--- src/hw/rtl/ftsp_pkg.sv ---
// shared types and constants of the face tracking servo pointer
package ftsp_pkg;

	localparam int ADDR_W = 5;

	localparam logic [2:0] REG_ENABLE  = 3'd0;
	localparam logic [2:0] REG_TIMEOUT = 3'd1;
	localparam logic [2:0] REG_STEP    = 3'd2;
	localparam logic [2:0] REG_BODYMAX = 3'd3;
	localparam logic [2:0] REG_HEADMAX = 3'd4;

	localparam logic ACT_REPORT = 1'b0;
	localparam logic ACT_TICK   = 1'b1;

	localparam logic        ENABLE_RST  = 1'b1;
	localparam logic [9:0]  TIMEOUT_RST = 10'd60;
	localparam logic [3:0]  STEP_RST    = 4'd2;
	localparam logic [6:0]  BODYMAX_RST = 7'd45;
	localparam logic [6:0]  HEADMAX_RST = 7'd15;

	localparam logic [10:0] TICKS_SAT  = 11'h7FF;
	localparam logic [6:0]  LIMIT_CAP  = 7'd90;
	localparam logic [7:0]  ANGLE_MID  = 8'd90;
	localparam logic [8:0]  STORED_X_RST = 9'd160;
	localparam logic [7:0]  STORED_Y_RST = 8'd120;

	typedef struct packed {
		logic       action;
		logic       face_present;
		logic [8:0] face_x;
		logic [7:0] face_y;
	} req_word_t;

	typedef struct packed {
		logic [7:0] body_angle;
		logic [7:0] head_angle;
	} rsp_word_t;

endpackage

--- src/hw/rtl/face_tracking_servo_pointer_core.sv ---
// face tracking servo pointer: report/tick handling, proportional aim and return to centre
//
//  channel | direction | handshake           | payload
//  --------+-----------+---------------------+----------------------------------------
//  req     | in        | req_valid/req_ready | action, face_present, face_x, face_y
//  rsp     | out       | rsp_valid/rsp_ready | body_angle, head_angle (ticks only)
//  apb     | in        | psel/penable/pready | five config registers at 4*index
//
//  one word per cycle: a word sits in the input register, where the
//  aim path (one multiplier per axis, divide by the image half folded into a
//  reciprocal gain taken at config write) settles before the result register
//  a tick that moves the servos is held in the input register only while the
//  result register is full and rsp_ready is low; reports and quiet ticks never stall
//  reset (arst_n low) clears the pipeline, loads the register defaults and centres
//  the offsets with the tick count saturated
module face_tracking_servo_pointer_core #(
	parameter int IMAGE_WIDTH  = 320,
	parameter int IMAGE_HEIGHT = 240
) (
	input  logic                           clk,
	input  logic                           arst_n,
	input  logic                           req_valid,
	output logic                           req_ready,
	input  ftsp_pkg::req_word_t            req,
	output logic                           rsp_valid,
	input  logic                           rsp_ready,
	output ftsp_pkg::rsp_word_t            rsp,
	input  logic                           psel,
	input  logic                           penable,
	input  logic                           pwrite,
	input  logic [ftsp_pkg::ADDR_W-1:0]    paddr,
	input  logic [31:0]                    pwdata,
	output logic [31:0]                    prdata,
	output logic                           pready
);

	// image centre and exact reciprocal: floor(p/c) == (p*M) >> K for p < 90*c
	localparam int CX = IMAGE_WIDTH / 2;
	localparam int CY = IMAGE_HEIGHT / 2;
	localparam int KX = $clog2(CX * CX * 90);
	localparam int KY = $clog2(CY * CY * 90);
	localparam longint unsigned MX = ((64'd1 << KX) + CX - 1) / CX;
	localparam longint unsigned MY = ((64'd1 << KY) + CY - 1) / CY;
	localparam int MULWX = $clog2(90 * MX + 1);
	localparam int MULWY = $clog2(90 * MY + 1);
	// distance from centre, wide enough for centre and any 9 or 8 bit position
	localparam int DWX = $clog2(((CX > 511) ? CX : 511) + 1);
	localparam int DWY = $clog2(((CY > 255) ? CY : 255) + 1);
	localparam int PRWX = DWX + MULWX;
	localparam int PRWY = DWY + MULWY;

	// config registers
	logic             enable_q;
	logic [9:0]       timeout_q;
	logic [3:0]       step_q;
	logic [6:0]       body_span_q;
	logic [6:0]       head_span_q;
	logic [6:0]       body_lim_q;   // min(body_span, 90)
	logic [6:0]       head_lim_q;
	logic [MULWX-1:0] body_mul_q;   // body_lim * reciprocal of cx
	logic [MULWY-1:0] head_mul_q;

	// tracking state
	logic              face_seen_q;
	logic [8:0]        stored_x_q;
	logic [7:0]        stored_y_q;
	logic [10:0]       ticks_q;
	logic signed [7:0] body_off_q;
	logic signed [7:0] head_off_q;

	// input register and result register
	logic                valid_s1;
	ftsp_pkg::req_word_t req_s1;
	logic                rsp_valid_q;
	ftsp_pkg::rsp_word_t rsp_q;

	logic cfg_wr;
	logic fire_s1;
	logic adv_s1;
	logic tick_s1;
	logic emit_s1;
	logic track;
	logic back;
	logic timed_out;
	logic [10:0] ticks_inc;

	logic [DWX-1:0]    pos_x;
	logic [DWX-1:0]    dist_x;
	logic              neg_x;
	logic [PRWX-1:0]   prod_x;
	logic [6:0]        mag_x;
	logic signed [7:0] body_aim;
	logic [DWY-1:0]    pos_y;
	logic [DWY-1:0]    dist_y;
	logic              neg_y;
	logic [PRWY-1:0]   prod_y;
	logic [6:0]        mag_y;
	logic signed [7:0] head_aim;
	logic signed [7:0] body_nx;
	logic signed [7:0] head_nx;

	function automatic logic [6:0] cap_limit(input logic [6:0] m);
		return (m > ftsp_pkg::LIMIT_CAP) ? ftsp_pkg::LIMIT_CAP : m;
	endfunction

	// step toward zero, landing on zero when within one step
	function automatic logic signed [7:0] toward_zero(input logic signed [7:0] v,
			input logic [3:0] s);
		logic signed [7:0] ss;
		ss = $signed({4'b0000, s});
		if (v > ss) begin
			return v - ss;
		end else if (v < -ss) begin
			return v + ss;
		end
		return 8'sd0;
	endfunction

	// apb: no wait states, writes land on the access phase
	assign pready = 1'b1;
	assign cfg_wr = psel & penable & pwrite;

	always_comb begin
		prdata = '0;
		unique case (paddr[ftsp_pkg::ADDR_W-1:2])
			ftsp_pkg::REG_ENABLE:  prdata = {31'd0, enable_q};
			ftsp_pkg::REG_TIMEOUT: prdata = {22'd0, timeout_q};
			ftsp_pkg::REG_STEP:    prdata = {28'd0, step_q};
			ftsp_pkg::REG_BODYMAX: prdata = {25'd0, body_span_q};
			ftsp_pkg::REG_HEADMAX: prdata = {25'd0, head_span_q};
			default:               prdata = '0;
		endcase
	end

	always_ff @(posedge clk or negedge arst_n) begin
		if (!arst_n) begin
			enable_q    <= ftsp_pkg::ENABLE_RST;
			timeout_q   <= ftsp_pkg::TIMEOUT_RST;
			step_q      <= ftsp_pkg::STEP_RST;
			body_span_q <= ftsp_pkg::BODYMAX_RST;
			head_span_q <= ftsp_pkg::HEADMAX_RST;
			body_lim_q  <= ftsp_pkg::BODYMAX_RST;
			head_lim_q  <= ftsp_pkg::HEADMAX_RST;
			body_mul_q  <= MULWX'(MX) * MULWX'(ftsp_pkg::BODYMAX_RST);
			head_mul_q  <= MULWY'(MY) * MULWY'(ftsp_pkg::HEADMAX_RST);
		end else if (cfg_wr) begin
			unique case (paddr[ftsp_pkg::ADDR_W-1:2])
				ftsp_pkg::REG_ENABLE:  enable_q  <= pwdata[0];
				ftsp_pkg::REG_TIMEOUT: timeout_q <= pwdata[9:0];
				ftsp_pkg::REG_STEP:    step_q    <= pwdata[3:0];
				ftsp_pkg::REG_BODYMAX: begin
					body_span_q <= pwdata[6:0];
					body_lim_q  <= cap_limit(pwdata[6:0]);
					body_mul_q  <= MULWX'(MX) * MULWX'(cap_limit(pwdata[6:0]));
				end
				ftsp_pkg::REG_HEADMAX: begin
					head_span_q <= pwdata[6:0];
					head_lim_q  <= cap_limit(pwdata[6:0]);
					head_mul_q  <= MULWY'(MY) * MULWY'(cap_limit(pwdata[6:0]));
				end
				default: ;
			endcase
		end
	end

	// word in the input register is decided here against the current state
	always_comb begin
		tick_s1   = (req_s1.action == ftsp_pkg::ACT_TICK);
		ticks_inc = (ticks_q == ftsp_pkg::TICKS_SAT) ? ticks_q : ticks_q + 11'd1;
		timed_out = (ticks_inc > {1'b0, timeout_q});
		track     = face_seen_q;
		back      = !face_seen_q && timed_out && (body_off_q != 8'sd0 || head_off_q != 8'sd0);
		emit_s1   = valid_s1 && enable_q && tick_s1 && (track || back);

		// body aim: sign from side of centre, magnitude clamps once past the edge
		pos_x    = DWX'(stored_x_q);
		neg_x    = (pos_x > DWX'(CX));
		dist_x   = neg_x ? (pos_x - DWX'(CX)) : (DWX'(CX) - pos_x);
		prod_x   = PRWX'(dist_x) * PRWX'(body_mul_q);
		mag_x    = (dist_x >= DWX'(CX)) ? body_lim_q : 7'(prod_x >> KX);
		body_aim = neg_x ? -$signed({1'b0, mag_x}) : $signed({1'b0, mag_x});

		// head aim, same scheme on rows
		pos_y    = DWY'(stored_y_q);
		neg_y    = (pos_y > DWY'(CY));
		dist_y   = neg_y ? (pos_y - DWY'(CY)) : (DWY'(CY) - pos_y);
		prod_y   = PRWY'(dist_y) * PRWY'(head_mul_q);
		mag_y    = (dist_y >= DWY'(CY)) ? head_lim_q : 7'(prod_y >> KY);
		head_aim = neg_y ? -$signed({1'b0, mag_y}) : $signed({1'b0, mag_y});

		body_nx = track ? body_aim : toward_zero(body_off_q, step_q);
		head_nx = track ? head_aim : toward_zero(head_off_q, step_q);
	end

	// only a moving tick needs the result register
	assign adv_s1    = !emit_s1 || !rsp_valid_q || rsp_ready;
	assign fire_s1   = valid_s1 && adv_s1;
	assign req_ready = !valid_s1 || adv_s1;

	always_ff @(posedge clk or negedge arst_n) begin
		if (!arst_n) begin
			valid_s1    <= 1'b0;
			rsp_valid_q <= 1'b0;
			face_seen_q <= 1'b0;
			stored_x_q  <= ftsp_pkg::STORED_X_RST;
			stored_y_q  <= ftsp_pkg::STORED_Y_RST;
			ticks_q     <= ftsp_pkg::TICKS_SAT;
			body_off_q  <= 8'sd0;
			head_off_q  <= 8'sd0;
		end else begin
			if (req_ready) begin
				valid_s1 <= req_valid;
			end
			// retire the result word or refill it from a moving tick
			if (fire_s1 && emit_s1) begin
				rsp_valid_q <= 1'b1;
			end else if (rsp_ready) begin
				rsp_valid_q <= 1'b0;
			end
			// disabled: word is dropped and state stays put
			if (fire_s1 && enable_q) begin
				if (!tick_s1) begin
					face_seen_q <= req_s1.face_present;
					ticks_q     <= '0;
					if (req_s1.face_present) begin
						stored_x_q <= req_s1.face_x;
						stored_y_q <= req_s1.face_y;
					end
				end else begin
					ticks_q     <= ticks_inc;
					face_seen_q <= 1'b0;
					if (track || back) begin
						body_off_q <= body_nx;
						head_off_q <= head_nx;
					end
				end
			end
		end
	end

	// payload registers, no reset
	always_ff @(posedge clk) begin
		if (req_ready) begin
			req_s1 <= req;
		end
		if (fire_s1 && emit_s1) begin
			rsp_q.body_angle <= 8'(ftsp_pkg::ANGLE_MID + $unsigned(body_nx));
			rsp_q.head_angle <= 8'(ftsp_pkg::ANGLE_MID + $unsigned(head_nx));
		end
	end

	assign rsp_valid = rsp_valid_q;
	assign rsp       = rsp_q;

	// offsets never leave the servo range
	a_offset_range: assert property (@(posedge clk) disable iff (!arst_n)
		(body_off_q >= -8'sd90) && (body_off_q <= 8'sd90) &&
		(head_off_q >= -8'sd90) && (head_off_q <= 8'sd90))
		else $error("offset outside servo range");

	// a delivered word always carries angles within 0..180
	a_angle_range: assert property (@(posedge clk) disable iff (!arst_n)
		rsp_valid |-> (rsp.body_angle <= 8'd180) && (rsp.head_angle <= 8'd180))
		else $error("servo angle out of range");

	// input stalls only behind a full, unaccepted result register
	a_stall_cause: assert property (@(posedge clk) disable iff (!arst_n)
		!req_ready |-> valid_s1 && rsp_valid && !rsp_ready)
		else $error("input stalled without a blocked result");

	// a processed report restarts the tick count
	a_report_clears: assert property (@(posedge clk) disable iff (!arst_n)
		(fire_s1 && enable_q && !tick_s1) |=> (ticks_q == 11'd0))
		else $error("report did not restart tick count");

	// disabled words never produce a result
	a_disabled_quiet: assert property (@(posedge clk) disable iff (!arst_n)
		(valid_s1 && !enable_q) |-> !emit_s1)
		else $error("result while tracking disabled");

endmodule
--- config.mk ---
export PLATFORM = sky130hd
export DESIGN_NAME = face_tracking_servo_pointer_core
export DESIGN_NICKNAME = d
export VERILOG_FILES = /design/src/hw/rtl/ftsp_pkg.sv /design/src/hw/rtl/face_tracking_servo_pointer_core.sv
export SDC_FILE = /design/constraint.sdc
export NUM_CORES = 1
export LEC_CHECK = 0
export BUFFER_PORTS_ARGS = -buffer_cell sky130_fd_sc_hd__buf_2
export CORE_UTILIZATION = 46
export CTS_CLUSTER_DIAMETER = 150
export CTS_CLUSTER_SIZE = 30
export DETAILED_ROUTE_END_ITERATION = 12
export PLACE_DENSITY_LB_ADDON = 0.3
export SLEW_MARGIN = 30
export SYNTH_ARGS = -nofsm -noshare
export SYNTH_HDL_FRONTEND = slang
export SYNTH_SLANG_ARGS = --single-unit
--- constraint.sdc ---
create_clock -name clk -period 8.15 [get_ports clk]
set_clock_uncertainty 0.15 [all_clocks]
set_input_delay 0.4075 -clock clk [delete_from_list [all_inputs] [get_ports clk]]
set_output_delay 0.4075 -clock clk [all_outputs]
set_load 0.01 [all_outputs]
==> results.yml <==
layout:
  fin_util_pct: 53.2
  syn_to_final_growth_pct: 13.6
  multiInputGateArea_mm2: 0.0167
  layout-drive-gt1-share_pct: 16.2
  regArea_mm2: 0.00436
  mostFrequentLayoutCells: "376 x inv_1, 325 x nand2_1, 272 x fa_1"
  n_fill_cell: 4300
  nets: 3157
  final_common_cell: "inv_1"
global_route:
  grt_pass1_wl_mm: 93.0
  grt_max_degree: 70
  overflow: 0
  grt_antenna_before_repair: 5
  track_usage_pct: 23.4
  grt_pass1_vias: 18474
cts:
  root_buffer: "clkbuf_16"
  cts_tree: "built"
  clock-sinks: 165
  clock_path_buffers: 2
  clk_pin_slew_ps: 70
  htree_levels: 4
  clkLatencyLatePin_ps: 460
  cts_buffers: 17
critical_path:
  end_kind: "register"
  cp_top_family: "adder cells"
  slowest_delay_ps: 570
  cpMostUsedCell: "fa_1"
  critPathSlowestCell: "or4b_4"
  worstPathRequired_ps: 8210
  critPathKind: "reg2reg"
  worstPathArrival_ps: 7930
  cp-start-kind: "register"
  worst-path-buf-inv: 7
  cp_max_fo: 9
die:
  rows: 80
  die-area_mm2: 0.0497
  design.core.area_mm2: 0.0479
  io_pins: 114
  fp.dieH_um: 223
  start_util_pct: 46.8
  die_w_um: 223
placement:
  dp_hpwl_mm: 43.7
  port_buffers: 66
  routabilityCongestion: 0.913
routing:
  route.detailed.drc: 0
  avgRoutedWirePerCell_um: 17.6
  viasPerCell: 5.43
  drt_iter0_drc: 1091
  first_pass_iters: 5
  drt_wl_total_mm: 57.1
  vias: 17582
  drtAntennaViolNets: 0
status:
  status: "finished, final reports clean"
synthesis:
  seq_area_frac_synth_pct: 19.4
  synth.avg_cell_area_um2: 9.04
  syn_area_mm2: 0.0224
  ys_types: 96
  postSynthCellCount: 2482
  synth_top_flop_cell: "dfrtp_1"
  yosys_register_bits: 165
  async_reset_ff_share_pct: 78.8
  synth_edf_count: 35
  yosysWarnings: 0
timing:
  maxSlewViolCount: 0
  worst_pin_slew_ps: 904
  hold_viol: 0
  finalSetupViolCount: 0
  relSlewSlack_pct: 39.1
  max_freq_mhz: 127
  period_minus_slack_ps: 7870
  setup-tns-final_ps: 0
  period_share_pct: 96.6
hold_path:
  hold_class: "in2reg"
flow_run:
  drv_cap: 0
## cells by family after synthesis
family	count (synthesis)	synth area share, %
AO/OA/AOI/OAI	384	11.5
XOR/XNOR	85	3.32
adder cells (fa/ha/maj)	487	36.3
buffers and inverters	512	9.09
flip-flops	165	19.4
multiplexers	50	2.44
other	2	0.0335
AND/OR/NAND/NOR	797	17.9
## path summary, 6_finish.rpt
check	end	depth (start not counted)	slack [ps]	startpoint
setup / recovery	rsp[7]	30	280	pos_y[4]
hold / removal	timeout_q[8]	2	30	pwdata[8]
setup reg to reg	rsp[7]	30	280	pos_y[4]
hold reg to reg	body_span_q[0]	2	310	body_span_q[0]
max in group asynchronous	head_off_q[0]	3	6410	arst_n
min in group asynchronous	timeout_q[0]	2	370	arst_n
## cell usage after synthesis, types with 12 or more instances
library cell | instances | area (um^2)
clkbuf_1 | 79 | 297
and3_1 | 12 | 75.1
mux2i_1 | 13 | 130
dfrtp_1 | 84 | 2100
and2_1 | 198 | 1240
nand4_1 | 14 | 87.6
a31oi_1 | 20 | 125
nor2b_1 | 51 | 319
dfstp_2 | 46 | 1210
nand2_1 | 327 | 1230
o21a_1 | 15 | 113
a22oi_1 | 12 | 90.1
edfxtp_1 | 35 | 1050
a21o_1 | 19 | 143
buf_4 | 26 | 195
xnor2_1 | 49 | 429
buf_1 | 19 | 71.3
inv_1 | 381 | 1430
nand2b_1 | 19 | 119
fa_1 | 274 | 5490
xor2_1 | 36 | 315
a211oi_1 | 14 | 105
nor3_1 | 16 | 80.1
nor2_1 | 72 | 270
o21ai_0 | 110 | 551
a21oi_1 | 83 | 415
ha_1 | 213 | 2670
nand3_1 | 29 | 145
mux2_2 | 37 | 417
## final cells by class
| cell class | count | area share, % |
|---|---|---|
| Antenna cell | 2 | 0.0196 |
| Clock buffer | 17 | 1.67 |
| Clock inverter | 15 | 0.687 |
| Inverter | 381 | 5.61 |
| Multi-Input combinational cell | 1827 | 65.3 |
| Sequential cell | 165 | 17.1 |
| Tap cell | 615 | 3.02 |
| Timing Repair Buffer | 215 | 6.53 |
## registers in the layout, summed over array words and instances (netlist names)
signal and count:
body_lim_q 7, body_mul_q 21, body_off_q 8, body_span_q 7
enable_q 1, face_seen_q 1, head_lim_q 7, head_mul_q 19
head_off_q 8, head_span_q 7, pos_x 9, pos_y 8
req_s1 18, rsp 16, rsp_valid 1, step_q 4
tick_s1 1, ticks_q 11, timeout_q 10, valid_s1 1
## per-stage QoR
| stage | worst slack, ps | hold WS, ps | cells | cell area (um^2) |
|---|---|---|---|---|
| floorplan | 4.08 | -38.1 | 2503 | 22500 |
| global placement | -5.66 | 296 | 3158 | 24000 |
| detailed placement | -154 | 299 | 3158 | 24000 |
| CTS | -11.7 | 1.72 | 3212 | 24800 |
| global route | -53.9 | 14.3 | 3235 | 25500 |
| finish | 277 | 32.4 | 3237 | 25500 |
## layer usage
metal	up-vias	part of all wire, %	track usage, %
met5	-	0.061	0
met4	6	2.1	6.16
met3	81	6.5	5.24
met2	472	47	38.2
met1	8774	44	31.4
li1	8249	-	-
## timing repair
item                       4_1_cts  5_1_grt
setup buffers                    0       19
hold buffers                    22        0
cloned                           0        5
pin swaps                        0       49
hold endpoints to repair        57        0
resized for setup                7       93
setup endpoints to repair        8       17
Power is left out: the tool's default activity adds up to more than one toggle a clock period on the data nets, which glitch-free logic cannot reach.
